[config.mk]
export PLATFORM = sky130hd
export DESIGN_NAME = rbcb_prep
export DESIGN_NICKNAME = d
export VERILOG_FILES = /design/src/rbcb_pkg.sv /design/src/rbcb_prep.sv
export SDC_FILE = /design/constraint.sdc
export NUM_CORES = 1
export LEC_CHECK = 0
export ABC_AREA = 1
export ABC_CLOCK_PERIOD_IN_PS = 8200
export CAP_MARGIN = 20
export CORE_ASPECT_RATIO = 0.9
export CORE_MARGIN = 2
export CORE_UTILIZATION = 65
export CTS_BUF_LIST = sky130_fd_sc_hd__clkbuf_4 sky130_fd_sc_hd__clkbuf_8 sky130_fd_sc_hd__clkbuf_16
export DETAILED_ROUTE_END_ITERATION = 8
export DONT_BUFFER_PORTS = 1
export GPL_TIMING_DRIVEN = 0
export PLACE_DENSITY = 0.9
export SYNTH_ARGS = -nofsm -noshare
export SYNTH_HDL_FRONTEND = slang
export SYNTH_SLANG_ARGS = --single-unit
export TNS_END_PERCENT = 1
[constraint.sdc]
create_clock -name clk -period 8.2 [get_ports clk]
set_input_delay 0.82 -clock clk [delete_from_list [all_inputs] [get_ports clk]]
set_output_delay 0.82 -clock clk [all_outputs]
set_load 0.05 [all_outputs]
[src/rbcb_pkg.sv]
`timescale 1ns / 1ps
package rbcb_pkg;

  // Fixed field widths
  localparam int HEAD_W = 17;
  localparam int CONE_W = 4;
  localparam int REL_W  = 17;

  // Angle accumulator in 1/65536 degree, bearing in 1/256 degree
  localparam int ZW    = 26;
  localparam int BW    = ZW - 8;
  localparam int RAW_W = BW + 1;

  localparam int OUT_TW = ((CONE_W + REL_W + 7) / 8) * 8;

  localparam int ATAN_IDX_W = 5;
  localparam int BORDER_CNT = 12;
  localparam int CONE_BINS  = BORDER_CNT - 1;

  localparam logic signed [ZW-1:0]    DEG90_Z   = 26'sd5898240;
  localparam logic signed [ZW-1:0]    ROUND_Z   = 26'sd128;
  localparam logic signed [BW-1:0]    FULL_B    = 18'sd92160;
  localparam logic signed [RAW_W-1:0] FULL_R    = 19'sd92160;
  localparam logic signed [RAW_W-1:0] HALF_R    = 19'sd46080;
  localparam logic signed [REL_W-1:0] CONE_LO   = -17'sd21760;
  localparam logic signed [REL_W-1:0] CONE_HI   = 17'sd21760;
  localparam logic signed [REL_W-1:0] REL_LIMIT = 17'sd46080;

  // Items that ride along the datapath untouched
  typedef struct packed {
    logic              zero;
    logic [HEAD_W-1:0] heading;
  } side_t;

  // atan(2^-i) in degrees * 65536, rounded to nearest
  function automatic logic signed [ZW-1:0] atan_q16(input logic [ATAN_IDX_W-1:0] idx);
    logic signed [ZW-1:0] a;
    case (idx)
      5'd0:    a = 26'sd2949120;
      5'd1:    a = 26'sd1740967;
      5'd2:    a = 26'sd919879;
      5'd3:    a = 26'sd466945;
      5'd4:    a = 26'sd234379;
      5'd5:    a = 26'sd117304;
      5'd6:    a = 26'sd58666;
      5'd7:    a = 26'sd29335;
      5'd8:    a = 26'sd14668;
      5'd9:    a = 26'sd7334;
      5'd10:   a = 26'sd3667;
      5'd11:   a = 26'sd1833;
      5'd12:   a = 26'sd917;
      5'd13:   a = 26'sd458;
      5'd14:   a = 26'sd229;
      5'd15:   a = 26'sd115;
      5'd16:   a = 26'sd57;
      5'd17:   a = 26'sd29;
      5'd18:   a = 26'sd14;
      5'd19:   a = 26'sd7;
      5'd20:   a = 26'sd4;
      5'd21:   a = 26'sd2;
      5'd22:   a = 26'sd1;
      default: a = '0;
    endcase
    return a;
  endfunction

  // Bin borders in 1/256 degree, from -85 up to 85 degrees
  function automatic logic signed [REL_W-1:0] cone_border(input logic [CONE_W-1:0] j);
    logic signed [REL_W-1:0] b;
    case (j)
      4'd0:    b = -17'sd21760;
      4'd1:    b = -17'sd15360;
      4'd2:    b = -17'sd10240;
      4'd3:    b = -17'sd6400;
      4'd4:    b = -17'sd3840;
      4'd5:    b = -17'sd1280;
      4'd6:    b = 17'sd1280;
      4'd7:    b = 17'sd3840;
      4'd8:    b = 17'sd6400;
      4'd9:    b = 17'sd10240;
      4'd10:   b = 17'sd15360;
      default: b = 17'sd21760;
    endcase
    return b;
  endfunction

  // Bin j (open left, closed right) maps to cone 12-j; outside gives 0
  function automatic logic [CONE_W-1:0] cone_of(input logic signed [REL_W-1:0] rel);
    logic [CONE_W-1:0] c;
    c = '0;
    for (int j = 1; j <= CONE_BINS; j++) begin
      if (rel > cone_border(CONE_W'(j - 1)) && rel <= cone_border(CONE_W'(j))) begin
        c = CONE_W'(BORDER_CNT - j);
      end
    end
    return c;
  endfunction

endpackage

[src/rbcb_prep.sv]
`timescale 1ns / 1ps
module rbcb_prep #(
  parameter int COORD_WIDTH = 24,
  parameter int DW          = 28
) (
  input  logic                                 clk,
  input  logic                                 rst_n,
  input  logic                                 in_valid,
  output logic                                 in_ready,
  input  logic signed [COORD_WIDTH-1:0]        origin_x,
  input  logic signed [COORD_WIDTH-1:0]        origin_y,
  input  logic signed [COORD_WIDTH-1:0]        target_x,
  input  logic signed [COORD_WIDTH-1:0]        target_y,
  input  logic [rbcb_pkg::HEAD_W-1:0]          heading,
  output logic                                 out_valid,
  input  logic                                 out_ready,
  output logic signed [DW-1:0]                 x_o,
  output logic signed [DW-1:0]                 y_o,
  output logic signed [rbcb_pkg::ZW-1:0]       z_o,
  output rbcb_pkg::side_t                      side_o
);
  import rbcb_pkg::*;

  localparam int DXW = COORD_WIDTH + 1;

  logic [1:0]            v_r;
  logic [1:0]            en;
  logic signed [DXW-1:0] dx_r, dy_r;
  logic [HEAD_W-1:0]     head_r;
  logic signed [DW-1:0]  dxe, dye;
  logic signed [DW-1:0]  x_nxt, y_nxt;
  logic signed [ZW-1:0]  z_nxt;
  logic signed [DW-1:0]  x_r, y_r;
  logic signed [ZW-1:0]  z_r;
  side_t                 side_r;

  // Advance a stage when it is empty or its item moves on
  assign en[1]    = !v_r[1] || out_ready;
  assign en[0]    = !v_r[0] || en[1];
  assign in_ready = en[0];

  always_ff @(posedge clk) begin
    if (!rst_n) begin
      v_r <= '0;
    end else begin
      if (en[0]) v_r[0] <= in_valid;
      if (en[1]) v_r[1] <= v_r[0];
    end
  end

  // Stage 1: form the vector from origin to target
  always_ff @(posedge clk) begin
    if (en[0]) begin
      dx_r   <= DXW'(target_x) - DXW'(origin_x);
      dy_r   <= DXW'(target_y) - DXW'(origin_y);
      head_r <= heading;
    end
  end

  // Stage 2: rotate a left half plane vector by +-90 degrees
  always_comb begin
    dxe = DW'(dx_r);
    dye = DW'(dy_r);
    if (dx_r < 0) begin
      if (dy_r >= 0) begin
        x_nxt = dye;
        y_nxt = -dxe;
        z_nxt = DEG90_Z;
      end else begin
        x_nxt = -dye;
        y_nxt = dxe;
        z_nxt = -DEG90_Z;
      end
    end else begin
      x_nxt = dxe;
      y_nxt = dye;
      z_nxt = '0;
    end
  end

  always_ff @(posedge clk) begin
    if (en[1]) begin
      x_r            <= x_nxt;
      y_r            <= y_nxt;
      z_r            <= z_nxt;
      side_r.zero    <= (dx_r == '0) && (dy_r == '0);
      side_r.heading <= head_r;
    end
  end

  assign out_valid = v_r[1];
  assign x_o       = x_r;
  assign y_o       = y_r;
  assign z_o       = z_r;
  assign side_o    = side_r;

endmodule

==> results_dict.tcl <==
set metrics [dict create \
    status "finished clean" \
    cellPowerDensity_nw_per_um2 270.8 \
    place.gp.congestion 1.014 \
    dieArea_um2 16400 \
    drv_cap 0 \
    final_cell_count_no_fill 1575 \
    arrival_ns 1.70 \
    syn_area_um2 10000 \
    final_nets 1529 \
    setup_viol 0 \
    min_path_type "flop to flop" \
    fillers 1181 \
    tns_ns 0 \
    hpwlAfterDp_um 20810 \
    drt-total-wl_um 26660 \
    hold_start "head_r[4]$_DFFE_PP_" \
    drt-vias-per-instance 5.629 \
    worstSetupPathType "flop to output port" \
    r2r-end "y_o[14]$_DFFE_PP_" \
    synthArstFlopShare_pct 0 \
    synthCells 1321 \
    fmax_mhz 397.0 \
    synth.ff_latch_count 146 \
    core-area_um2 15230 \
    clockBufferDepth 2 \
    synth_most_common_cell "nand2_1" \
    ctsHoldBuffers 0 \
    cp_cell_sequence "nand3_4" \
    synth_top_area_share_pct 43.23 \
    synth_cell_types 39 \
    synthTopCellsByArea "edfxtp_1 (43%), nand2_1 (17%), inv_1 (8.2%)" \
    cts_sinks 146 \
    grt_use_total_pct 32.49 \
    dp_cells 1543 \
    hold_violations 0 \
    htreeDepth 4 \
    row_count 43 \
    start_kind "flop" \
    cts_setup_buffers 0 \
    skew_ns 0.008098 \
    root_buffer "clkbuf_16" \
    wl_per_cell_um 16.93 \
    cp_data_required_time_ns 7.38 \
    leakage_nw 5.526 \
    crit_slowest_cell "dfxtp_1" \
    grt_pass1_wl_um 40990 \
    post-place-ws_ns 5.659 \
    whs_ns 0.4193 \
    fin_crit_ns 2.519 \
    worstSkewPairLatency_ns 0.42 \
    cts.clk_slew.worst_paths_ns 0.06 \
    worst_hold_path.endpoint "side_o[4]$_DFFE_PP_" \
    start_util_pct 65.70 \
    drive_gt1_share_pct 5.972 \
    overflow 0 \
    setup_ws_ns 5.681 \
    slew_headroom_pct 33.69 \
    rsz0062_at_grt "false" \
    yosysTopAreaCell "edfxtp_1" \
    numCtsBuffers 17 \
    yosys-top-cells-count "nand2_1 (444), inv_1 (219), edfxtp_1 (144)" \
    first_pass_iters 6 \
    antenna_cells 0 \
    ff2ff_setup_slack_ns 6.12 \
    utilization_pct 72.27 \
    grt_pass1_vias 8000 \
    ff2ff_path_depth 9 \
    io_pins 219 \
    cp_max_fo 20 \
    worst_pin_slew_ns 0.9947 \
    drc 0 \
    die_y_um 121.7 \
    min_path_cells 0 \
    path_buf_inv 0 \
    die_x_um 134.8 \
    synth_ff_type "edfxtp_1" \
    drtIter0Drc 1103 \
    ant_nets 0 \
    cts_tree "done" \
    irDropWorstVdd_uv 163.9 \
    num_vias 8866 \
    cts.repair.resized 0 \
    critPathMaxStageDelay_ns 0.74 \
    portBuffers 0 \
    reg2reg_from "dx_r[1]$_DFFE_PP_" \
    antenna_found_initial 0 \
    yosysWarnings 0 \
    avgSynthCellArea_um2 7.573 \
    grt_max_degree 79 \
    yosysSeqAreaShare_pct 43.63 \
    synth_edf_count 144 \
    cp_top_family "flip-flops" \
    period_share_pct 30.72 \
    drv_slew 0 \
    area_delta_synth_final_pct 9.994 \
    endpoint_kind "output port" \
]
kinds of logic (layout without fill, tap and decap cells):
kind of cell | after synthesis | in the layout | synth area share [%]
adder cells (fa/ha/maj) | 52 | 52 | 6.654
AND/OR/NAND/NOR | 714 | 714 | 29.52
buffers and inverters | 264 | 297 | 11.09
flip-flops | 146 | 146 | 43.63
other | 1 | 20 | 0.03749
AO/OA/AOI/OAI | 106 | 106 | 5.741
XOR/XNOR | 38 | 38 | 3.327
sequential cells by signal, summed over array words and instances, names as in the netlist:
| signal | cells |
|---|---|
| x_o | 28 |
| head_r | 17 |
| dy_r | 25 |
| dx_r | 25 |
| z_o | 3 |
| y_o | 28 |
| side_o | 18 |
| v_r | 2 |
how the worst max path moves through the flow:
stage | depth (start not counted) | endpoint | start
2_1_floorplan | 2 | dx_r[0]$_DFFE_PP_ | out_ready
3_3_place_gp | 2 | dy_r[5]$_DFFE_PP_ | out_ready
3_5_place_dp | 11 | dx_r[12]$_DFFE_PP_ | target_x[0]
4_1_cts | 1 | in_ready | v_r[1]$_SDFFE_PN0P_
5_1_grt | 1 | in_ready | v_r[1]$_SDFFE_PN0P_
6_report | 1 | in_ready | v_r[1]$_SDFFE_PN0P_
routing by layer:
metal,GRT usage [%],vias to the layer above,share of wire (%)
met3,6.201,66,9.5
met5,0,-,0
met2,53.11,520,46
li1,-,4286,-
met1,43.64,3994,41
met4,11.45,0,3.0
where the power goes:
part           leakage, nW  switching, mW  internal (mW)  total (mW)
combinational         3.66          0.455          0.212       0.668
clock                0.315          0.339          0.496       0.835
sequential            1.55          0.456           1.02        1.48
cell usage in the layout, fill, tap and decap left out, types with 6 or more instances in the layout:
cell / synthesis / layout
a21oi_1: 39 / 39
buf_4: 28 / 28
clkbuf_1: 9 / 9
clkbuf_16: 0 / 17
conb_1: 1 / 20
edfxtp_1: 144 / 144
ha_1: 50 / 50
inv_1: 219 / 219
inv_8: 0 / 6
nand2_1: 444 / 443
nand3_1: 104 / 103
nand4_1: 23 / 23
nor2_1: 112 / 112
nor3_1: 6 / 6
o21ai_0: 48 / 48
o21bai_1: 8 / 8
xnor2_1: 9 / 9
xor2_1: 29 / 29
metrics by stage:
stage	power [mW]	cell area [µm²]
floorplan	1.920	10070
global placement	2.108	10330
detailed placement	2.130	10370
CTS	2.966	11000
global route	3.099	11000
finish	2.980	11000
final cells by class:
type / instances / area, µm² / share of cell area, %
clock inverters: 15 / 210.2 / 1.910
inverters: 221 / 829.5 / 7.539
multi-input cells: 930 / 4621 / 41.99
plain buffers: 43 / 280.3 / 2.547
clock buffers: 17 / 425.4 / 3.866
repair buffers: 1 / 20.02 / 0.1819
well taps: 202 / 252.7 / 2.297
flip-flops and latches: 146 / 4364 / 39.66
Note: power is estimated with default switching activity, not from simulation.
