## src/rbcb_pkg.sv

```systemverilog
`timescale 1ns / 1ps
package rbcb_pkg;

  // Fixed field widths
  localparam int HEAD_W = 17;
  localparam int CONE_W = 4;
  localparam int REL_W  = 17;

  // Angle accumulator in 1/65536 degree, bearing in 1/256 degree
  localparam int ZW    = 26;
  localparam int BW    = ZW - 8;
  localparam int RAW_W = BW + 1;

  localparam int OUT_TW = ((CONE_W + REL_W + 7) / 8) * 8;

  localparam int ATAN_IDX_W = 5;
  localparam int BORDER_CNT = 12;
  localparam int CONE_BINS  = BORDER_CNT - 1;

  localparam logic signed [ZW-1:0]    DEG90_Z   = 26'sd5898240;
  localparam logic signed [ZW-1:0]    ROUND_Z   = 26'sd128;
  localparam logic signed [BW-1:0]    FULL_B    = 18'sd92160;
  localparam logic signed [RAW_W-1:0] FULL_R    = 19'sd92160;
  localparam logic signed [RAW_W-1:0] HALF_R    = 19'sd46080;
  localparam logic signed [REL_W-1:0] CONE_LO   = -17'sd21760;
  localparam logic signed [REL_W-1:0] CONE_HI   = 17'sd21760;
  localparam logic signed [REL_W-1:0] REL_LIMIT = 17'sd46080;

  // Items that ride along the datapath untouched
  typedef struct packed {
    logic              zero;
    logic [HEAD_W-1:0] heading;
  } side_t;

  // atan(2^-i) in degrees * 65536, rounded to nearest
  function automatic logic signed [ZW-1:0] atan_q16(input logic [ATAN_IDX_W-1:0] idx);
    logic signed [ZW-1:0] a;
    case (idx)
      5'd0:    a = 26'sd2949120;
      5'd1:    a = 26'sd1740967;
      5'd2:    a = 26'sd919879;
      5'd3:    a = 26'sd466945;
      5'd4:    a = 26'sd234379;
      5'd5:    a = 26'sd117304;
      5'd6:    a = 26'sd58666;
      5'd7:    a = 26'sd29335;
      5'd8:    a = 26'sd14668;
      5'd9:    a = 26'sd7334;
      5'd10:   a = 26'sd3667;
      5'd11:   a = 26'sd1833;
      5'd12:   a = 26'sd917;
      5'd13:   a = 26'sd458;
      5'd14:   a = 26'sd229;
      5'd15:   a = 26'sd115;
      5'd16:   a = 26'sd57;
      5'd17:   a = 26'sd29;
      5'd18:   a = 26'sd14;
      5'd19:   a = 26'sd7;
      5'd20:   a = 26'sd4;
      5'd21:   a = 26'sd2;
      5'd22:   a = 26'sd1;
      default: a = '0;
    endcase
    return a;
  endfunction

  // Bin borders in 1/256 degree, from -85 up to 85 degrees
  function automatic logic signed [REL_W-1:0] cone_border(input logic [CONE_W-1:0] j);
    logic signed [REL_W-1:0] b;
    case (j)
      4'd0:    b = -17'sd21760;
      4'd1:    b = -17'sd15360;
      4'd2:    b = -17'sd10240;
      4'd3:    b = -17'sd6400;
      4'd4:    b = -17'sd3840;
      4'd5:    b = -17'sd1280;
      4'd6:    b = 17'sd1280;
      4'd7:    b = 17'sd3840;
      4'd8:    b = 17'sd6400;
      4'd9:    b = 17'sd10240;
      4'd10:   b = 17'sd15360;
      default: b = 17'sd21760;
    endcase
    return b;
  endfunction

  // Bin j (open left, closed right) maps to cone 12-j; outside gives 0
  function automatic logic [CONE_W-1:0] cone_of(input logic signed [REL_W-1:0] rel);
    logic [CONE_W-1:0] c;
    c = '0;
    for (int j = 1; j <= CONE_BINS; j++) begin
      if (rel > cone_border(CONE_W'(j - 1)) && rel <= cone_border(CONE_W'(j))) begin
        c = CONE_W'(BORDER_CNT - j);
      end
    end
    return c;
  endfunction

endpackage

```

## src/rbcb_cordic_stage.sv

```systemverilog
`timescale 1ns / 1ps
module rbcb_cordic_stage #(
  parameter int DW  = 28,
  parameter int IDX = 0
) (
  input  logic                           clk,
  input  logic                           rst_n,
  input  logic                           in_valid,
  output logic                           in_ready,
  input  logic signed [DW-1:0]           x_i,
  input  logic signed [DW-1:0]           y_i,
  input  logic signed [rbcb_pkg::ZW-1:0] z_i,
  input  rbcb_pkg::side_t                side_i,
  output logic                           out_valid,
  input  logic                           out_ready,
  output logic signed [DW-1:0]           x_o,
  output logic signed [DW-1:0]           y_o,
  output logic signed [rbcb_pkg::ZW-1:0] z_o,
  output rbcb_pkg::side_t                side_o
);
  import rbcb_pkg::*;

  logic                 v_r;
  logic                 en;
  logic signed [DW-1:0] xs, ys;
  logic signed [DW-1:0] x_nxt, y_nxt;
  logic signed [ZW-1:0] z_nxt;
  logic signed [ZW-1:0] ang;
  logic signed [DW-1:0] x_r, y_r;
  logic signed [ZW-1:0] z_r;
  side_t                side_r;

  assign en       = !v_r || out_ready;
  assign in_ready = en;

  always_ff @(posedge clk) begin
    if (!rst_n) begin
      v_r <= 1'b0;
    end else if (en) begin
      v_r <= in_valid;
    end
  end

  // Rotate toward the x axis; a zero residual counts as not positive
  always_comb begin
    xs  = x_i >>> IDX;
    ys  = y_i >>> IDX;
    ang = atan_q16(ATAN_IDX_W'(IDX));
    if (y_i > 0) begin
      x_nxt = x_i + ys;
      y_nxt = y_i - xs;
      z_nxt = z_i + ang;
    end else begin
      x_nxt = x_i - ys;
      y_nxt = y_i + xs;
      z_nxt = z_i - ang;
    end
  end

  always_ff @(posedge clk) begin
    if (en) begin
      x_r    <= x_nxt;
      y_r    <= y_nxt;
      z_r    <= z_nxt;
      side_r <= side_i;
    end
  end

  assign out_valid = v_r;
  assign x_o       = x_r;
  assign y_o       = y_r;
  assign z_o       = z_r;
  assign side_o    = side_r;

endmodule

```

## config.mk

```make
export PLATFORM = sky130hd
export DESIGN_NAME = rbcb_cordic_stage
export DESIGN_NICKNAME = d
export VERILOG_FILES = /design/src/rbcb_pkg.sv /design/src/rbcb_cordic_stage.sv
export SDC_FILE = /design/constraint.sdc
export NUM_CORES = 1
export LEC_CHECK = 0
export ABC_CLOCK_PERIOD_IN_PS = 6900
export BUFFER_PORTS_ARGS = -buffer_cell sky130_fd_sc_hd__buf_2
export CORE_ASPECT_RATIO = 1.1
export CORE_MARGIN = 8
export CORE_UTILIZATION = 35
export CTS_CLUSTER_SIZE = 24
export DETAILED_ROUTE_END_ITERATION = 8
export PLACE_DENSITY_LB_ADDON = 0.12
export RECOVER_POWER = 50
export SYNTH_ARGS = -nofsm -noshare
export SYNTH_HDL_FRONTEND = slang
export SYNTH_SLANG_ARGS = --single-unit
```

## constraint.sdc

```tcl
create_clock -name clk -period 6.9 [get_ports clk]
set_clock_uncertainty 0.05 [all_clocks]
set_input_delay 1.38 -clock clk [delete_from_list [all_inputs] [get_ports clk]]
set_output_delay 1.38 -clock clk [all_outputs]
set_load 0.01 [all_outputs]
```

==> results of run 1 <==
-- power breakdown --
group / switching, mW / internal, mW / leakage, nW
Combinational: 0.421 / 0.246 / 2.89
Sequential: 0.0266 / 0.793 / 1.03
Clock: 0.282 / 0.264 / 0.152
-- cells by family after synthesis --
family                     after synthesis
AOI/OAI and AO/OA                      254
buffers and inverters                  129
DFF                                    100
xor gates and xnor gates                60
muxes                                   14
adders and majority gates               93
and+or+nand+nor                        172
-- routing by layer --
metal,track usage,up-vias
met2,0.282,257
met1,0.235,3215
met5,0,-
met3,0.0387,31
met4,0.0625,0
li1,-,3321
-- stage by stage --
stage                     power (mW)  instances  setup WS, ps
after floorplan                 1.26        822          1600
after global placement          1.52       1289          1930
after detailed placement        1.51       1289          1910
after CTS                       2.07       1305          2290
after global routing            2.14       1306          1830
final                           2.03       1307          2170
-- flip-flops by register name (all words and copies together) (netlist names) --
register,cells
out_valid,1
side_o,18
x_o,28
y_o,27
z_o,26
-- cells in the final DEF, fill, tap and decap left out, types with 5 or more instances in the layout --
cell type  netlist  layout
a211oi_1         7       7
a21o_1          20      20
a21oi_1         88      88
a31oi_1          7       7
buf_2            5     131
clkbuf_1        22      74
clkbuf_16        0       9
edfxtp_1        99      99
ha_1            89      89
inv_1           86      86
mux2i_1         14      14
nand2_1         36      36
nand2b_1         5       5
nand3_1         10      10
nand4_1         11      11
nor2_1          66      66
nor2b_1          5       5
nor3_1           8       8
nor4_1          12      12
o21a_1           5       5
o21ai_0         46      46
o21bai_1        19      19
o31ai_1          7       7
xnor2_1         55      55
xor2_1           5       5
-- worst max-delay path, stage by stage --
cell and delay [ps]:
buf_2 70, nand2b_1 1450, buf_2 390
-- final timing paths --
path | endpoint | depth (start not counted) | slack (ps) | start
max | in_ready | 3 | 2170 | out_ready
min | side_o[10] | 1 | 1140 | side_i[10]
max reg2reg | y_o[8] | 2 | 3880 | out_valid
min reg2reg | side_o[5] | 1 | 1770 | out_valid
-- final cells by class --
cell class / count / area [um^2] / area share
Tap cell: 295 / 369 / 0.0393
Inverter: 93 / 349 / 0.0371
Clock inverter: 7 / 91.3 / 0.00972
Antenna cell: 2 / 5.00 / 0.000532
Timing Repair Buffer: 208 / 956 / 0.102
Sequential cell: 100 / 2990 / 0.318
Clock buffer: 9 / 225 / 0.0240
Multi-Input combinational cell: 593 / 4410 / 0.469
==> flow_summary.toml, run 1 <==
[grt]
grt_max_degree = 59
grt_pass1_vias = 6890
grt_pass1_wl_um = 39200
antenna_found_initial = 1
grt_usage = 0.178
grt_overflow_total = 0

[die]
dieArea_um2 = 27700
initial_core_util = 0.357
fp.dieW_um = 159
die_height_um = 174
ios = 206
rows = 57
core_area_um2 = 22200

[clocking]
cts_hold_buf = 0
cts.repair.resized = 0
cts_tree = "yes"
cts_sinks = 100
clock-root-buffer = "clkbuf_16"
cts_max_path_buffers = 2
insertion_delay_ps = 350
cts_setup_buffers = 0
cts_buffers = 9
htreeDepth = 3
clkSlewWorstSetupHoldPaths_ps = 90

[critical_path]
critPathLaunchType = "input pin"
worstPathArrival_ps = 3300
crit_fanout = 44
path_class = "input pin to output port"
endpoint_kind = "output port"
crit_required_ps = 5470

[yosys]
netlist.area_leader.share = 0.376
synth-simple-area-share = 0.104
synthAdderAreaFrac = 0.151
synthXorXnorAreaFrac = 0.0664
synth_area_leaders = "edfxtp_1 38%, ha_1 14%, xnor2_1 6.1%"
netlist_area_um2 = 7920
synth_largest_area_cell = "edfxtp_1"
synth_top_family_by_area = "compound AO/OA/AOI/OAI gates"
syn_nets = 1019
synth_seq_cells = 100
synth.avg_cell_area_um2 = 9.63
synth_cell_types = 73
yosysSeqAreaShare = 0.378
synth_ff_type = "edfxtp_1"
synth-edff-count = 99
yosys.cell_count.top_type = "edfxtp_1"
synth_common_cells = "99 x edfxtp_1, 89 x ha_1, 88 x a21oi_1"
ys_warn_count = 0
synthArstFlopShare = 0
synthCells = 822
synth_compound_area_frac = 0.218
synth_mux_area_frac = 0.0177

[routing]
drc_errors = 0
viasPerCell = 5.22
wl_met3_um = 1610
vias = 6824
finalWirelength_um = 25300
met2_length_um = 11400
met1_length_um = 11700
top_layer = "met4"
final_antenna_net_count = 0
avgRoutedWirePerCell_um = 19.4
drt_iter0_drc = 465
first_pass_iters = 5

[finish]
final_area_um2 = 9400
final_core_util = 0.424
fill_cells = 2283
area_growth_pct = 18.8
drive_gt1_frac = 0.175
nNetsFinal = 1202

[placed_design]
gp_congestion = 0.888
dp_hpwl_um = 19900
placed_area_um2 = 9180
port_buffers = 205

[sta]
final-max-slew-violation-count = 45
slew_headroom = -0.338
max_freq_ghz = 0.212
holdWs_ps = 1140
fin_crit_sh = 0.685
rsz0062_at_grt = "false"
worst_pin_slew_ps = 2010
finalSetupTns_ps = 0
hold_viol = 0
setup_violations = 0
period_minus_slack_ps = 4730

[status]
violations = "max-capacitance violations, max-slew violations"
outcome = "complete, but fails checks"

[job]
max_cap_violations = 1

[pwr]
irDropWorstVdd_mv = 0.0968
p_leak_nw = 4.07
p_per_area_nw_per_um2 = 216

[min_path]
hold_class = "input pin to flip-flop"
Power figures use the tool's default switching activity.
==> inputs of run 2 (changes only) <==
--- a/config.mk
+++ b/config.mk
@@ -5,7 +5,7 @@
 export SDC_FILE = /design/constraint.sdc
 export NUM_CORES = 1
 export LEC_CHECK = 0
-export ABC_CLOCK_PERIOD_IN_PS = 6900
+export ABC_CLOCK_PERIOD_IN_PS = 4500
 export BUFFER_PORTS_ARGS = -buffer_cell sky130_fd_sc_hd__buf_2
 export CORE_ASPECT_RATIO = 1.1
 export CORE_MARGIN = 8
==> constraint.sdc (replaced) <==
create_clock -name clk -period 4.5 [get_ports clk]
set_clock_uncertainty 0.05 [all_clocks]
set_input_delay 0.9 -clock clk [delete_from_list [all_inputs] [get_ports clk]]
set_output_delay 0.9 -clock clk [all_outputs]
set_load 0.01 [all_outputs]
==> run 2 against run 1 <==
  * The flow still finishes with violations (max-capacitance violations, max-slew violations)
  * Register-to-register slack lost 2200 ps
  * Non-clock buffer count grew 19
  * Critical path depth grew 9
  * Critical path type is now input pin to flip-flop
  * Highest routed layer unchanged
==> flow_summary.toml, run 2 (synthesis results as in run 1) <==
[status]
outcome = "complete, but fails checks"
violations = "max-capacitance violations, max-slew violations"

[placed_design]
gp_congestion = 0.890
port_buffers = 205
dp_hpwl_um = 19800
pre_cts_ws_ps = 367

[critical_path]
worstRegToRegCells = 2
crit_required_ps = 4560
crit_path_end = "y_o[25]"
slowest_delay_ps = 540
critPathLaunchType = "input pin"
timing.rr.start = "out_valid"
endpoint_kind = "flip-flop"
path_class = "input pin to flip-flop"
worstSetupStartpoint = "x_i[12]"
crit_fanout = 13
r2r_end = "y_o[11]"
cp_slowest_cell = "ha_1"
worstPathArrival_ps = 4000
rrSetupSlack_ps = 1700
cp_cell_sequence = "buf_2 > inv_1 > ha_1 > nor2_1 > a221oi_2 > o41ai_1 > a221oi_1 > o31ai_2 > a311oi_2 > o21ai_0 > a2111oi_0 > nor4_1"

[clocking]
cts_setup_buffers = 0
cts_max_path_buffers = 2
cts_sinks = 100
insertion_delay_ps = 360
clock-root-buffer = "clkbuf_16"
cts_tree = "yes"
htreeDepth = 3
clkSlewWorstSetupHoldPaths_ps = 90
cts_hold_buf = 0
cts_buffers = 9
cts.repair.resized = 0

[finish]
nNetsFinal = 1221
antenna_cells = 0
final_core_util = 0.430
fill_cells = 2297
largest_reg_flops = 28
final_common_cell = "buf_2"
area_growth_pct = 20.5
drive_gt1_frac = 0.178
mostFrequentLayoutCells = "118 x buf_2, 99 x edfxtp_1, 89 x ha_1"

[die]
dieArea_um2 = 27700
fp.dieW_um = 159
ios = 206
initial_core_util = 0.357
die_height_um = 174
core_area_um2 = 22200
rows = 57

[sta]
worst_pin_slew_ps = 1650
rsz0062_at_grt = "false"
period_minus_slack_ps = 3940
fin_crit_sh = 0.875
max_freq_ghz = 0.254
final-max-slew-violation-count = 33
holdWs_ps = 657
finalSetupTns_ps = 0
slew_headroom = -0.0979
hold_viol = 0
worst_slack_ps = 565
setup_violations = 0

[routing]
first_pass_iters = 5
viasPerCell = 5.13
vias = 6798
avgRoutedWirePerCell_um = 19.1
drt_iter0_drc = 373
finalWirelength_um = 25300
drc_errors = 0
final_antenna_net_count = 0

[min_path]
hold_class = "input pin to flip-flop"

[grt]
antenna_found_initial = 0
grt_pass1_vias = 6857
grt_usage = 0.176
grt_overflow_total = 0
grt_max_degree = 71
grt_pass1_wl_um = 39100

[pwr]
irDropWorstVdd_mv = 0.165
p_total_mw = 3.18
p_leak_nw = 4.14
p_per_area_nw_per_um2 = 333

[job]
max_cap_violations = 1
run 2: cell count changes in the layout (fill, tap and decap cells not counted), moves of 2 or more:
cell      delta
clkbuf_1    +13
diode_2      -2
buf_4       +19
inv_8        +2
inv_6        -2
buf_2       -13
run 2: where the power goes:
part	leakage (nW)	switching (mW)	internal (mW)
Combinational	2.94	0.650	0.389
Sequential	1.03	0.0419	1.22
Clock	0.160	0.427	0.453
Total	4.14	1.12	2.06
run 2: metrics by stage:
step,instances,cell area (um^2)
6_report,1324,9530
5_1_grt,1324,9530
4_1_cts,1324,9650
3_5_place_dp,1308,9320
3_3_place_gp,1308,9320
2_1_floorplan,822,7920
run 2: worst min-delay path by stage:
stage / startpoint / depth (start not counted) / to
after floorplan: side_i[0] / 0 / side_o[0]
after global placement: out_valid / 2 / out_valid
after detailed placement: out_valid / 2 / out_valid
after CTS: side_i[9] / 1 / side_o[9]
after global routing: side_i[13] / 1 / side_o[13]
final: side_i[5] / 1 / side_o[5]
run 2: critical path: cells and delay by family:
family,cells,cell delay (ps)
compound gates,7,2140
fa+ha+maj,1,540
buf+inv,2,150
simple gates,2,260
run 2: layout make-up:
type                    instances  area, um^2  area share
flip-flops and latches        100        2990       0.314
well taps                     295         369      0.0387
clock inverters                 7         103      0.0108
inverters                      93         349      0.0366
multi-input cells             593        4410       0.463
repair buffers                227        1080       0.114
clock buffers                   9         225      0.0236
run 2: metal layers:
layer / share of wire / global-route usage
met1: 0.47 / 0.230
met2: 0.46 / 0.291
met3: 0.052 / 0.0375
met4: 0.016 / 0.0425
met5: 0 / 0
==> inputs of run 3 (changes only) <==
--- a/config.mk
+++ b/config.mk
@@ -5,6 +5,7 @@
 export SDC_FILE = /design/constraint.sdc
 export NUM_CORES = 1
 export LEC_CHECK = 0
+export ABC_AREA = 1
 export ABC_CLOCK_PERIOD_IN_PS = 4500
 export BUFFER_PORTS_ARGS = -buffer_cell sky130_fd_sc_hd__buf_2
 export CORE_ASPECT_RATIO = 1.1
==> run 3 against run 2 <==
  * The flow still finishes with violations (max-capacitance violations, max-slew violations)
  * Flip-flop and latch count unchanged
  * Register-to-register slack worse by 20 ps
  * Worst setup slack better by 470 ps
  * Final area increased by 17%
  * Utilization decreased by 2.6 points
  * Global-route usage up 2.4 points
  * Non-clock buffer count decreased by 18
  * Power is 0.51% higher
  * First-iteration DRC count increased by 89%
  * Synthesized area increased by 22%
  * Highest routed layer unchanged
==> flow_summary.toml, run 3 <==
[clocking]
clkSlewWorstSetupHoldPaths_ps = 80
cts_buffers = 9
insertion_delay_ps = 350
cts_max_path_buffers = 2
cts_hold_buf = 0
cts_sinks = 100
cts_setup_buffers = 0
cts.repair.resized = 0
htreeDepth = 3
clock-root-buffer = "clkbuf_16"
cts_tree = "yes"

[finish]
mostFrequentLayoutCells = "444 x nand2_1, 233 x inv_1, 132 x nand3_1"
nNetsFinal = 1781
largest_reg_flops = 28
final_common_cell = "nand2_1"
antenna_cells = 0
area_growth_pct = 14.8
drive_gt1_frac = 0.116

[routing]
avgRoutedWirePerCell_um = 17.4
finalWirelength_um = 34000
drt_iter0_drc = 706
viasPerCell = 4.93
vias = 9629
drc_errors = 0
first_pass_iters = 7
final_antenna_net_count = 0

[sta]
final-max-slew-violation-count = 41
max_freq_ghz = 0.289
holdWs_ps = 663
rsz0062_at_grt = "false"
fin_crit_sh = 0.770
worst_pin_slew_ps = 2390
worst_slack_ps = 1030
period_minus_slack_ps = 3470
setup_violations = 0
finalSetupTns_ps = 0
hold_viol = 0
slew_headroom = -0.593

[die]
dieArea_um2 = 33300
ios = 206
initial_core_util = 0.352
rows = 64
core_area_um2 = 27500
fp.dieW_um = 175
die_height_um = 190

[yosys]
synth_area_leaders = "edfxtp_1 31%, nand2_1 17%, ha_1 11%"
ys_warn_count = 0
synth_common_cells = "444 x nand2_1, 233 x inv_1, 132 x nand3_1"
netlist.area_leader.share = 0.307
synth_seq_cells = 100
synth_cell_types = 41
synth.avg_cell_area_um2 = 6.92
synthArstFlopShare = 0
yosys.cell_count.top_type = "nand2_1"
synthCells = 1400
synth-edff-count = 99
syn_nets = 1597
synth_largest_area_cell = "edfxtp_1"
netlist_area_um2 = 9690
synth_ff_type = "edfxtp_1"
yosysSeqAreaShare = 0.309

[critical_path]
endpoint_kind = "flip-flop"
worstPathArrival_ps = 3530
path_class = "input pin to flip-flop"
rrSetupSlack_ps = 1680
critPathLaunchType = "input pin"
crit_required_ps = 4560
crit_fanout = 8

[placed_design]
pre_cts_ws_ps = 706
gp_congestion = 0.925
port_buffers = 205
dp_hpwl_um = 28500

[grt]
grt_overflow_total = 0
grt_pass1_wl_um = 51900
grt_usage = 0.200
grt_max_degree = 61
grt_pass1_vias = 9409
antenna_found_initial = 0

[pwr]
p_leak_nw = 5.80
p_per_area_nw_per_um2 = 287
irDropWorstVdd_mv = 0.155

[min_path]
hold_class = "input pin to flip-flop"

[status]
outcome = "complete, but fails checks"
violations = "max-capacitance violations, max-slew violations"

[job]
max_cap_violations = 1
==> run 3: changes by cell type in the layout (fill, tap and decap cells not counted), sizes merged, moves of 12 or more <==
cell	previous run	this run
xor2	5	32
nor2	67	95
nand3	10	134
inv	93	243
a21o	20	2
nor4	12	0
mux2i	14	0
nand2	36	454
nand4	11	30
xnor2	55	3
==> run 3: worst max-delay path: stages <==
cell     delay [ps]
buf_2           120
inv_1           180
nand4_1         200
nor3_1          220
nand3_1         240
nand2_2         260
inv_2           110
ha_1            360
a21oi_1         160
nand2_1          90
a21oi_1         220
nor2_1           60
o21ai_0         210
nand2_1          80
nand2_1          60
nand2_1          40
==> run 3: path summary, 6_finish.rpt <==
kind / cells past startpoint / start / to
worst max-delay path: 16 / y_i[25] / z_o[24]
worst min-delay path: 1 / side_i[3] / side_o[3]
worst max register to register: 2 / out_valid / x_o[19]
worst min register to register: 2 / out_valid / side_o[2]
==> run 3: metal layers <==
layer  GRT usage  wire (um)  up-vias
met3      0.0271       1900       40
met5           0          0        -
met1       0.262      15800     4414
met4      0.0617        993        0
li1            -          -     4844
met2       0.339      15300      331
==> run 3: kinds of logic after synthesis <==
| group | synth area share |
|---|---|
| buffers and inverters | 0.121 |
| flip-flops | 0.309 |
| AND/OR/NAND/NOR | 0.323 |
| XOR/XNOR | 0.0317 |
| AO/OA/AOI/OAI | 0.0922 |
| adder cells (fa/ha/maj) | 0.123 |
==> run 3: final cells by class <==
| class | instances | area (um^2) |
|---|---|---|
| timing repair buffer | 209 | 956 |
| inverter | 240 | 901 |
| sequential | 100 | 2990 |
| fill | 3056 | 16400 |
| multi-input combinational | 1024 | 5520 |
| tap | 363 | 454 |
| clock buffer | 9 | 225 |
| clock inverter | 7 | 68.8 |
==> run 3: per-stage QoR <==
step / cell area (um^2) / instances / total power, mW / util
2_1_floorplan: 9690 / 1400 / 2.01 / -
3_3_place_gp: 10900 / 1936 / 2.44 / 0.397
3_5_place_dp: 10900 / 1936 / 2.45 / 0.397
4_1_cts: 11200 / 1952 / 3.26 / 0.408
5_1_grt: 11100 / 1952 / 3.41 / 0.404
6_report: 11100 / 1952 / 3.19 / 0.404
==> run 3: power by group <==
part	total [mW]	leakage [nW]	internal, mW	switching (mW)
Combinational	1.18	4.62	0.373	0.809
Sequential	1.22	1.04	1.19	0.0373
Clock	0.787	0.138	0.390	0.396
Total	3.19	5.80	1.95	1.24
