### src/rbcb_pkg.sv
`timescale 1ns / 1ps
package rbcb_pkg;

  // Fixed field widths
  localparam int HEAD_W = 17;
  localparam int CONE_W = 4;
  localparam int REL_W  = 17;

  // Angle accumulator in 1/65536 degree, bearing in 1/256 degree
  localparam int ZW    = 26;
  localparam int BW    = ZW - 8;
  localparam int RAW_W = BW + 1;

  localparam int OUT_TW = ((CONE_W + REL_W + 7) / 8) * 8;

  localparam int ATAN_IDX_W = 5;
  localparam int BORDER_CNT = 12;
  localparam int CONE_BINS  = BORDER_CNT - 1;

  localparam logic signed [ZW-1:0]    DEG90_Z   = 26'sd5898240;
  localparam logic signed [ZW-1:0]    ROUND_Z   = 26'sd128;
  localparam logic signed [BW-1:0]    FULL_B    = 18'sd92160;
  localparam logic signed [RAW_W-1:0] FULL_R    = 19'sd92160;
  localparam logic signed [RAW_W-1:0] HALF_R    = 19'sd46080;
  localparam logic signed [REL_W-1:0] CONE_LO   = -17'sd21760;
  localparam logic signed [REL_W-1:0] CONE_HI   = 17'sd21760;
  localparam logic signed [REL_W-1:0] REL_LIMIT = 17'sd46080;

  // Items that ride along the datapath untouched
  typedef struct packed {
    logic              zero;
    logic [HEAD_W-1:0] heading;
  } side_t;

  // atan(2^-i) in degrees * 65536, rounded to nearest
  function automatic logic signed [ZW-1:0] atan_q16(input logic [ATAN_IDX_W-1:0] idx);
    logic signed [ZW-1:0] a;
    case (idx)
      5'd0:    a = 26'sd2949120;
      5'd1:    a = 26'sd1740967;
      5'd2:    a = 26'sd919879;
      5'd3:    a = 26'sd466945;
      5'd4:    a = 26'sd234379;
      5'd5:    a = 26'sd117304;
      5'd6:    a = 26'sd58666;
      5'd7:    a = 26'sd29335;
      5'd8:    a = 26'sd14668;
      5'd9:    a = 26'sd7334;
      5'd10:   a = 26'sd3667;
      5'd11:   a = 26'sd1833;
      5'd12:   a = 26'sd917;
      5'd13:   a = 26'sd458;
      5'd14:   a = 26'sd229;
      5'd15:   a = 26'sd115;
      5'd16:   a = 26'sd57;
      5'd17:   a = 26'sd29;
      5'd18:   a = 26'sd14;
      5'd19:   a = 26'sd7;
      5'd20:   a = 26'sd4;
      5'd21:   a = 26'sd2;
      5'd22:   a = 26'sd1;
      default: a = '0;
    endcase
    return a;
  endfunction

  // Bin borders in 1/256 degree, from -85 up to 85 degrees
  function automatic logic signed [REL_W-1:0] cone_border(input logic [CONE_W-1:0] j);
    logic signed [REL_W-1:0] b;
    case (j)
      4'd0:    b = -17'sd21760;
      4'd1:    b = -17'sd15360;
      4'd2:    b = -17'sd10240;
      4'd3:    b = -17'sd6400;
      4'd4:    b = -17'sd3840;
      4'd5:    b = -17'sd1280;
      4'd6:    b = 17'sd1280;
      4'd7:    b = 17'sd3840;
      4'd8:    b = 17'sd6400;
      4'd9:    b = 17'sd10240;
      4'd10:   b = 17'sd15360;
      default: b = 17'sd21760;
    endcase
    return b;
  endfunction

  // Bin j (open left, closed right) maps to cone 12-j; outside gives 0
  function automatic logic [CONE_W-1:0] cone_of(input logic signed [REL_W-1:0] rel);
    logic [CONE_W-1:0] c;
    c = '0;
    for (int j = 1; j <= CONE_BINS; j++) begin
      if (rel > cone_border(CONE_W'(j - 1)) && rel <= cone_border(CONE_W'(j))) begin
        c = CONE_W'(BORDER_CNT - j);
      end
    end
    return c;
  endfunction

endpackage

### src/rbcb_post.sv
`timescale 1ns / 1ps
module rbcb_post (
  input  logic                              clk,
  input  logic                              rst_n,
  input  logic                              in_valid,
  output logic                              in_ready,
  input  logic signed [rbcb_pkg::ZW-1:0]    z_i,
  input  rbcb_pkg::side_t                   side_i,
  output logic                              out_valid,
  input  logic                              out_ready,
  output logic [rbcb_pkg::CONE_W-1:0]       cone_o,
  output logic signed [rbcb_pkg::REL_W-1:0] rel_o
);
  import rbcb_pkg::*;

  localparam int NST = 5;

  logic [NST-1:0]          v_r;
  logic [NST:0]            en;
  logic signed [ZW-1:0]    zr;
  logic signed [BW-1:0]    bear_r, bwrap_r, bwrap_nxt;
  logic [HEAD_W-1:0]       hd0_r, hd1_r;
  logic signed [RAW_W-1:0] raw_r, rel_nxt;
  logic signed [REL_W-1:0] rel3_r, rel4_r;
  logic [CONE_W-1:0]       cone_r;

  // Build the advance chain from the output back
  always_comb begin
    en[NST] = out_ready;
    for (int k = NST - 1; k >= 0; k--) begin
      en[k] = !v_r[k] || en[k+1];
    end
  end
  assign in_ready = en[0];

  always_ff @(posedge clk) begin
    if (!rst_n) begin
      v_r <= '0;
    end else begin
      if (en[0]) v_r[0] <= in_valid;
      for (int k = 1; k < NST; k++) begin
        if (en[k]) v_r[k] <= v_r[k-1];
      end
    end
  end

  // Round the accumulator to 1/256 degree, ties upward
  assign zr = z_i + ROUND_Z;

  // Wrap bearing to [0,360)
  always_comb begin
    bwrap_nxt = bear_r;
    if (bear_r < 0) begin
      bwrap_nxt = bear_r + FULL_B;
    end else if (bear_r >= FULL_B) begin
      bwrap_nxt = bear_r - FULL_B;
    end
  end

  // Wrap relative angle once to (-180,180]
  always_comb begin
    rel_nxt = raw_r;
    if (raw_r <= -HALF_R) begin
      rel_nxt = raw_r + FULL_R;
    end else if (raw_r > HALF_R) begin
      rel_nxt = raw_r - FULL_R;
    end
  end

  always_ff @(posedge clk) begin
    if (en[0]) begin
      bear_r <= side_i.zero ? '0 : zr[ZW-1:8];
      hd0_r  <= side_i.heading;
    end
    if (en[1]) begin
      bwrap_r <= bwrap_nxt;
      hd1_r   <= hd0_r;
    end
    if (en[2]) begin
      raw_r <= RAW_W'(bwrap_r) - RAW_W'(signed'({1'b0, hd1_r}));
    end
    if (en[3]) begin
      rel3_r <= rel_nxt[REL_W-1:0];
    end
    if (en[4]) begin
      cone_r <= cone_of(rel3_r);
      rel4_r <= rel3_r;
    end
  end

  assign out_valid = v_r[NST-1];
  assign cone_o    = cone_r;
  assign rel_o     = rel4_r;

endmodule

### config.mk
export PLATFORM = sky130hd
export DESIGN_NAME = rbcb_post
export DESIGN_NICKNAME = d
export VERILOG_FILES = /design/src/rbcb_pkg.sv /design/src/rbcb_post.sv
export SDC_FILE = /design/constraint.sdc
export NUM_CORES = 1
export LEC_CHECK = 0
export ABC_AREA = 1
export BUFFER_PORTS_ARGS = -buffer_cell sky130_fd_sc_hd__buf_4
export CAP_MARGIN = 30
export CORE_ASPECT_RATIO = 0.9
export CORE_UTILIZATION = 35
export DETAILED_ROUTE_END_ITERATION = 6
export HOLD_SLACK_MARGIN = 0.03
export PLACE_DENSITY = 0.5
export SYNTH_ARGS = -nofsm -noshare
export SYNTH_HDL_FRONTEND = slang
export SYNTH_SLANG_ARGS = --single-unit
export TNS_END_PERCENT = 1
### constraint.sdc
create_clock -name clk -period 15.75 [get_ports clk]
set_clock_uncertainty 0.1 [all_clocks]
set_input_delay 4.725 -clock clk [delete_from_list [all_inputs] [get_ports clk]]
set_output_delay 4.725 -clock clk [all_outputs]
set_load 0.005 [all_outputs]
==> summary.md, run 1 <==
| Metric | Value |
|---|---|
| Status | finished, violations left |
| Failing checks | DRC |
| Clock sinks | between 100 and 150 |
| Most numerous cell on the critical path | nor2_1 |
| Final Wtd Congestion | between 0.8 and 0.9 |
| Fraction of the mapped netlist area in compound gates | 0.0629 |
| Root Driver | clkbuf_16 |
| Num rows | 48 |
| Distinct cells, synth | 33 |
| XOR/XNOR share of the synthesized area | 0.0359 |
| CTS tree | built |
| Synthesized area | between 0.007 and 0.008 sq mm |
| RSZ-0062 raised after global routing | no |
| Synth Register Bits | ~130 |
| H-tree Lvls | 4 |
| Overall Power | 1200 uW |
| Syn avg cell area | 9.18 sq um |
| First-pass GRT wire length | 25,500 microns |
| Post-DP HPWL | approximately 12,000 microns |
| FMAX | around 0.086 GHz |
| Adder-cell share of the synthesized area | 0.0452 |
| Syn nets | 844 |
| P&R area growth vs syn | 19.2% |
| Most common flop cell mapped by yosys | edfxtp_1 |
| Clk_lat worst skew | around 0.42 ns |
| Pre-antenna DRT Iters | 7 |
| GRT Residual Overflow | 0 |
| Seq/Total Area, Yosys | 0.553 |
| Post-Route WL | 15,300 microns |
| Share of layout cells above drive strength 1 | 0.141 |
| Largest family of logic cells by synthesized area | simple AND/OR/NAND/NOR gates |
| Post_cts resized | 0 |
| Slew Limit Headroom | 0.426 |
| Number of global-route vias before repair | ~5,500 |
| Worst path arrival time | roughly 7 ns |
| Hold Path Class | reg -> reg |
| Max layer used | met4 |
| Worst Path Max Fanout | 23 |
| Post-synth EDFFs | between 100 and 150 |
| Setup TNS | 0 ns |
| PD cells | approximately 140 mW/mm^2 |
| Worst EP required | 10.93 ns |
| Leak pwr | about 0.0037 uW |
| Setup violations, final | 0 |
| Most common cell in the netlist | nand2_1 |
| Cells after Synth | between 700 and 800 |
| Crit start category | primary input |
| Mux share of post-synthesis cell area | 0 |
| Nets | 920 |
| VDD IR-drop max | approximately 0.000077 V |
| Antenna diode count | 0 |
| Worst hold margin | 0.315 ns |
| Post-CTS setup buffer count | 0 |
| Met3 WL | ~630 microns |
| Top cells by count, synth | nand2_1 (172), edfxtp_1 (127), nor2_1 (106), inv_1 (93), nand3_1 (57) |
| Dominant cell type by area after synthesis | edfxtp_1 |
| Slew Limit Fails | 0 |
| Die area | about 0.021 sq mm |
| Clock transition at the registers of the reported paths | 0.06 ns |
| Crit path max-delay family | simple AND/OR/NAND/NOR gates |
| Hold Buf Count CTS | 0 |
| Port Buffers | between 60 and 70 |
| Via density | a little under 5 |
| Final core utilization | 0.432 |
| Final min period | 11.69 ns |
| Initial antenna violation count | 0 |
| Initial DRC Count | 167 |
| CP max-delay cell | nand2_1 |
| Max clock buf depth | 2 |
| Chip Height | 137 microns |
| Hold Violations, Final | 0 |
| FFs w/ async S/R, synth | 0 |
| Critical path cell sequence | buf_4 > nor2_1 > inv_1 > nor2_1 > nand2_1 > nor2_1 > nand2_1 > buf_4 |
| Final instance area | ~0.0084 sq mm |
| Yosys warning total | 0 |
| Fillers | between 1,500 and 2,000 |
| Share of the synthesized area in the top cell type | 0.539 |
| Tightest Pin Transition | around 0.86 ns |
| Die width | between 150 and 200 microns |
| Max Cap Violations | 0 |
| Initial Utilization | 0.363 |
| Top cells by area, synth | edfxtp_1 (54%), nand2_1 (9.1%), nor2_1 (5.6%), inv_1 (4.9%), ha_1 (4.2%) |
| Post-Route M1 WL | between 6000 and 7000 microns |
| Synth Area in Simple Gates | 0.243 |
| Detail Route Antenna Nets | 0 |
| Routed wire length per instance | 13.8 microns |
| Number of CTS-inserted buffers | 17 |
| Core footprint | 0.0195 sq mm |
| Gr usage total | 0.157 |
| Crit. End Element | output pin |
| CP max stage delay | 0.50 ns |
| Largest net degree at the start of global routing | 37 |
| Wire length on met2 | ~8000 microns |
| I/O pin total | 71 |
| Final period utilization | 0.742 |
| WP buf/inv | 3 |
| Drt drc | 6 |
| Cell Area, Placed | 0.00783 sq mm |
| DR vias | 5,408 |
| Critical path type | in -> out |
[metal layers]
layer | vias up | global-route usage
met4 | 0 | 0.0697
met3 | 23 | 0.0345
li1 | 2744 | -
met1 | 2510 | 0.166
met2 | 131 | 0.300
met5 | - | 0
[registers in the layout, indices dropped and copies added (netlist names)]
| signal | cells |
|---|---|
| hd1_r | 17 |
| raw_r | 19 |
| bwrap_r | 18 |
| v_r | 5 |
| cone_o | 4 |
| bear_r | 18 |
| hd0_r | 17 |
| rel3_r | 17 |
| rel_o | 17 |
[report_power, final]
| part | leakage [uW] | internal, uW | switching, uW |
|---|---|---|---|
| clock network | 0.000291 | 251 | 150 |
| logic | 0.00198 | 113 | 168 |
| registers | 0.00142 | 459 | 62.9 |
| total | 0.00369 | 822 | 381 |
[worst register-to-register path: cells and delay by family, from the launching register on]
kind                   cells  cell delay (ns)
flip-flops                 1             0.31
buffers and inverters      3             1.13
AND/OR/NAND/NOR            5             1.21
[cell families after synthesis]
| family | Yosys count |
|---|---|
| AOI/OAI and AO/OA | 85 |
| and+or+nand+nor | 392 |
| buffers and inverters | 108 |
| adders and majority gates | 25 |
| xor gates and xnor gates | 29 |
| DFF | 132 |
[final cells by class]
class / instances / area, sq um / share of cell area
sequential: 132 / 3910 / 0.464
multi-input combinational: 531 / 2740 / 0.325
timing repair buffer: 65 / 488 / 0.0578
clock buffer: 18 / 429 / 0.0509
inverter: 100 / 375 / 0.0445
tap: 250 / 313 / 0.0371
clock inverter: 14 / 180 / 0.0213
[path summary, 6_finish.rpt]
kind	slack (ns)	cells past startpoint	end	from
setup / recovery	4.06	8	in_ready	out_ready
hold / removal	0.32	0	bwrap_r[8]	bear_r[8]
setup reg to reg	12.64	8	hd0_r[13]	v_r[4]
hold reg to reg	0.32	0	bwrap_r[8]	bear_r[8]
[layout by cell type, fill, tap and decap left out, types with 3 or more instances in the layout]
master / instances
a21oi_1: 44
buf_4: 65
bufinv_16: 3
clkbuf_16: 17
clkinv_4: 6
dfxtp_1: 5
edfxtp_1: 127
ha_1: 24
inv_1: 93
inv_2: 7
nand2_1: 172
nand2_2: 3
nand3_1: 57
nand3b_1: 3
nand4_1: 19
nor2_1: 106
nor2_2: 7
nor3_1: 10
o21a_1: 4
o21ai_0: 33
or2_0: 5
xnor2_1: 5
xor2_1: 24
[stage by stage]
step           worst slack (ns)  cells
2_1_floorplan              4.09    771
3_3_place_gp               3.96   1078
3_5_place_dp               3.93   1078
4_1_cts                    3.93   1110
5_1_grt                    3.66   1110
6_report                   4.06   1110
(Power assumes the default switching activity.)
==> inputs of run 2 (changes only) <==
==> constraint.sdc (replaced) <==
create_clock -name clk -period 11.6 [get_ports clk]
set_clock_uncertainty 0.1 [all_clocks]
set_input_delay 3.48 -clock clk [delete_from_list [all_inputs] [get_ports clk]]
set_output_delay 3.48 -clock clk [all_outputs]
set_load 0.005 [all_outputs]
==> summary.md, run 2 (synthesis gave the netlist of run 1 again) <==
| Metric | Value |
|---|---|
| Status | finished, violations left |
| Failing checks | DRC |
| Drt drc | 6 |
| Leak pwr | 0.00371 uW |
| Slew Limit Headroom | 0.417 |
| Max clock buf depth | 2 |
| Most used routing layer | met2 |
| Most common cell after layout, fill and taps aside | nand2_1 |
| First-pass GRT wire length | 25,000 microns |
| Worst path arrival time | 5.66 ns |
| Worst EP required | roughly 8 ns |
| Final WS setup | between 2 and 2.5 ns |
| Core footprint | 0.0195 sq mm |
| Initial antenna violation count | 0 |
| Setup TNS | 0 ns |
| CP max-delay cell | nand2_1 |
| Largest net degree at the start of global routing | 37 |
| Final min period | approximately 9 ns |
| Post-DP HPWL | ~12,000 microns |
| GRT Residual Overflow | 0 |
| Root Driver | clkbuf_16 |
| Hold Path Depth | 0 |
| Setup violations, final | 0 |
| H-tree Lvls | 4 |
| Die area | around 0.021 sq mm |
| Antenna diode count | 0 |
| Critical path cell sequence | buf_4 > nor2_1 > inv_1 > nor2_1 > nand2_1 > nor2_1 > nand2_1 > buf_4 |
| Clock sinks | 132 |
| Met3 global-route usage | 0.0393 |
| Num rows | 48 |
| Pre-antenna DRT Iters | 7 |
| WP buf/inv | 3 |
| Worst Path Max Fanout | 23 |
| Placed Instances | 1,078 |
| FMAX | around 0.11 GHz |
| Final period utilization | 0.796 |
| CTS tree | built |
| Final Wtd Congestion | around 0.86 |
| Commonest non-fill, non-tap cells in the layout | nand2_1 (172), edfxtp_1 (127), nor2_1 (106) |
| Critical Path Stages | 8 |
| R2R depth | 8 |
| Clk_lat worst skew | between 0.4 and 0.5 ns |
| Hold Path Class | reg -> reg |
| Max Cap Violations | 0 |
| Reg2reg setup slack | around 8.5 ns |
| Crit path max-delay family | simple AND/OR/NAND/NOR gates |
| Hold Violations, Final | 0 |
| Initial Utilization | 0.363 |
| Chip Height | roughly 140 microns |
| Critical path type | in -> out |
| Gr usage total | 0.153 |
| Share of layout cells above drive strength 1 | 0.140 |
| Routed wire length per instance | 13.7 microns |
| PD cells | 197 mW/mm^2 |
| P&R area growth vs syn | 19.8% |
| Most flop-heavy register | raw_r |
| Top flop regs | raw_r (19), bear_r (18), bwrap_r (18) |
| Nets | just over 900 |
| Final std cells w/o fill | about 1,100 |
| Post-CTS setup buffer count | 0 |
| Crit start category | primary input |
| I/O pin total | 71 |
| Number of CTS-inserted buffers | 17 |
| Tightest Pin Transition | roughly 0.87 ns |
| Hold Buf Count CTS | 0 |
| Met2 Resource Use GR | 0.292 |
| Crit. End Element | output pin |
| RSZ-0062 raised after global routing | no |
| Clock transition at the registers of the reported paths | approximately 0.060 ns |
| Largest register FFs | 19 |
| VDD IR-drop max | between 0.00009 and 0.0001 V |
| Post-Route WL | 15,200 microns |
| Detail Route Antenna Nets | 0 |
| Via density | between 4 and 5 |
| GRT met1 Usage | 0.167 |
| Number of global-route vias before repair | approximately 5,300 |
| DR vias | approximately 5,400 |
| Slew Limit Fails | 0 |
| CP max stage delay | slightly above 0.5 ns |
| Post_cts resized | 0 |
| Initial DRC Count | around 200 |
| Setup slack at placement | about 2.2 ns |
| Worst hold margin | around 0.32 ns |
| Port Buffers | 63 |
| Die width | around 150 microns |
| Most numerous cell on the critical path | nor2_1 |
## run 2: worst register-to-register path: cells and delay by family, from the launching register on
family	cells	cell delay, ns
simple gates	5	1.23
buf+inv	3	1.12
flops	1	0.31
## run 2: layer usage
layer / wire length [microns] / up-vias / part of all wire
met5: 0 / - / 0
met4: 242 / 0 / 0.016
li1: - / 2741 / -
met3: 540 / 19 / 0.035
met2: 7960 / 117 / 0.52
met1: 6480 / 2502 / 0.43
## run 2: cell type report
| cell class | instances | area [sq um] |
|---|---|---|
| Multi-Input combinational cell | 531 | 2740 |
| Sequential cell | 132 | 3910 |
| Clock buffer | 17 | 425 |
| Timing Repair Buffer | 65 | 488 |
| Inverter | 100 | 375 |
| Clock inverter | 15 | 226 |
| Fill cell | 1893 | 11000 |
| Tap cell | 250 | 313 |
## run 2: worst paths after layout
check,start,end
worst min-delay path,bear_r[7],bwrap_r[7]
worst min register to register,bear_r[7],bwrap_r[7]
worst max-delay path,out_ready,in_ready
worst max register to register,v_r[4],hd0_r[14]
## run 2: power by group
| group | internal (uW) | switching [uW] |
|---|---|---|
| Clock | 383 | 200 |
| Sequential | 623 | 84.3 |
| Combinational | 153 | 229 |
| Total | 1160 | 513 |
## run 2: metrics by stage
step	util	instance area, sq um	total power (uW)
after global placement	0.401	7830	1100
after CTS	0.435	8480	1690
after floorplan	-	7080	961
after detailed placement	0.401	7830	1100
after global routing	0.435	8480	1770
final	0.435	8480	1670
==> inputs of run 3 (changes only) <==
==> constraint.sdc (replaced) <==
create_clock -name clk -period 8.7 [get_ports clk]
set_clock_uncertainty 0.1 [all_clocks]
set_input_delay 2.61 -clock clk [delete_from_list [all_inputs] [get_ports clk]]
set_output_delay 2.61 -clock clk [all_outputs]
set_load 0.005 [all_outputs]
==> summary.md, run 3 (synthesis gave the netlist of run 1 again) <==
| Metric | Value |
|---|---|
| Clock sinks | 132 |
| Worst EP required | 5.99 ns |
| Slew Limit Fails | 0 |
| Number of global-route vias before repair | between 5,000 and 6,000 |
| Leak pwr | roughly 0.0037 uW |
| Net Sw Frac | 0.314 |
| Failing checks | DRC |
| Largest net degree at the start of global routing | 37 |
| Nets | a little over 900 |
| Setup violations, final | 0 |
| Final Wtd Congestion | 0.867 |
| PD cells | between 200 and 300 mW/mm^2 |
| Post-DP HPWL | 11,700 microns |
| FMAX | 0.141 GHz |
| Tightest Pin Transition | roughly 0.85 ns |
| Port Buffers | 63 |
| Slew Limit Headroom | 0.429 |
| Number of CTS-inserted buffers | 17 |
| Share of layout cells above drive strength 1 | 0.141 |
| Clock Power Share | 0.332 |
| GRT Residual Overflow | 0 |
| Via density | a little under 5 |
| H-tree Lvls | 4 |
| Chip Height | 137 microns |
| Flop pwr share | 0.434 |
| Hold Buf Count CTS | 0 |
| RSZ-0062 raised after global routing | no |
| Die area | about 0.021 sq mm |
| Num rows | 48 |
| Worst path arrival time | 4.38 ns |
| CP max-delay cell | inv_1 |
| I/O pin total | 71 |
| Post-Route WL | roughly 15,000 microns |
| DR vias | approximately 5,400 |
| Top flop regs | raw_r (19), bear_r (18), bwrap_r (18) |
| Initial antenna violation count | 0 |
| Hold Violations, Final | 0 |
| CTS tree | built |
| Drt drc | 6 |
| Comb power frac | 0.234 |
| Critical path type | in -> out |
| VDD IR-drop max | about 0.00013 V |
| Max clock buf depth | 2 |
| Antenna diode count | 0 |
| Final core utilization | 0.432 |
| Pre-antenna DRT Iters | 7 |
| Cell Area, Placed | slightly below 0.008 sq mm |
| Final instance area | roughly 0.0084 sq mm |
| Psw | approximately 700 uW |
| Most flop-heavy register | raw_r |
| Detail Route Antenna Nets | 0 |
| Initial DRC Count | 227 |
| Routed wire length per instance | about 14 microns |
| Post-CTS setup buffer count | 0 |
| Most common cell after layout, fill and taps aside | nand2_1 |
| Crit start category | primary input |
| Critical path cell sequence | buf_4 > nor2_1 > inv_1 > nor2_1 > nand2_1 > buf_4 > nor2_1 > nand2_1 > buf_4 |
| Largest register FFs | 19 |
| Commonest non-fill, non-tap cells in the layout | nand2_1 (172), edfxtp_1 (127), nor2_1 (106) |
| Worst Path Max Fanout | 23 |
| Max Cap Violations | 0 |
| Clock transition at the registers of the reported paths | around 0.05 ns |
| Core footprint | slightly below 0.02 sq mm |
| Final min period | about 7 ns |
| Post_cts resized | 0 |
| Final period utilization | 0.814 |
| First-pass GRT wire length | 25,500 microns |
| Clk_lat worst skew | 0.42 ns |
| Hold Path Class | reg -> reg |
| Root Driver | clkbuf_16 |
| Gr usage total | 0.156 |
| Die width | about 150 microns |
| Status | finished, violations left |
| CP max stage delay | roughly 0.36 ns |
| Crit. End Element | output pin |
| Setup TNS | 0 ns |
| Initial Utilization | 0.363 |
| Cell Int Power | around 1500 uW |
| P&R area growth vs syn | 19.2% |
[run 3: final cells by class]
type / count / area, sq um
fill: 1877 / 11100
sequential: 132 / 3910
multi-input combinational: 531 / 2740
timing repair buffer: 66 / 495
clock buffer: 18 / 429
inverter: 100 / 375
tap: 250 / 313
clock inverter: 14 / 174
[run 3: stage by stage]
step	total power, uW	setup slack, ns	hold WS, ns	std cells
floorplan	1280	1.27	0.300	771
global placement	1460	1.57	0.300	1079
detailed placement	1470	1.54	0.305	1079
CTS	2200	1.53	0.318	1111
global route	2310	1.36	0.321	1111
finish	2170	1.61	0.316	1111
[run 3: critical path: cells and delay by family]
family | cells | cell delay, ns
buffers and inverters | 4 | 0.89
and+or+nand+nor | 5 | 0.88
[run 3: power groups by stage]
stage / clock [uW] / sequential (uW) / combinational [uW]
detailed placement: 0 / 957 / 508
global route: 769 / 961 / 585
finish: 720 / 942 / 509
global placement: 0 / 956 / 507
floorplan: 0 / 901 / 380
CTS: 745 / 944 / 511
[run 3: worst paths after layout]
kind         startpoint  slack (ns)    endpoint  cells past startpoint
min           bear_r[9]        0.32  bwrap_r[9]                      0
min reg2reg   bear_r[9]        0.32  bwrap_r[9]                      0
max           out_ready        1.61    in_ready                      9
max reg2reg      v_r[4]        5.92   hd0_r[14]                      9
[run 3: metal layers]
layer / up-vias / share of wire / global-route usage / wire (microns)
met5: - / 0 / 0 / 0
met4: 0 / 0.011 / 0.0561 / 165
met3: 12 / 0.032 / 0.0412 / 477
met2: 118 / 0.53 / 0.294 / 7990
met1: 2545 / 0.43 / 0.169 / 6460
li1: 2747 / - / - / -
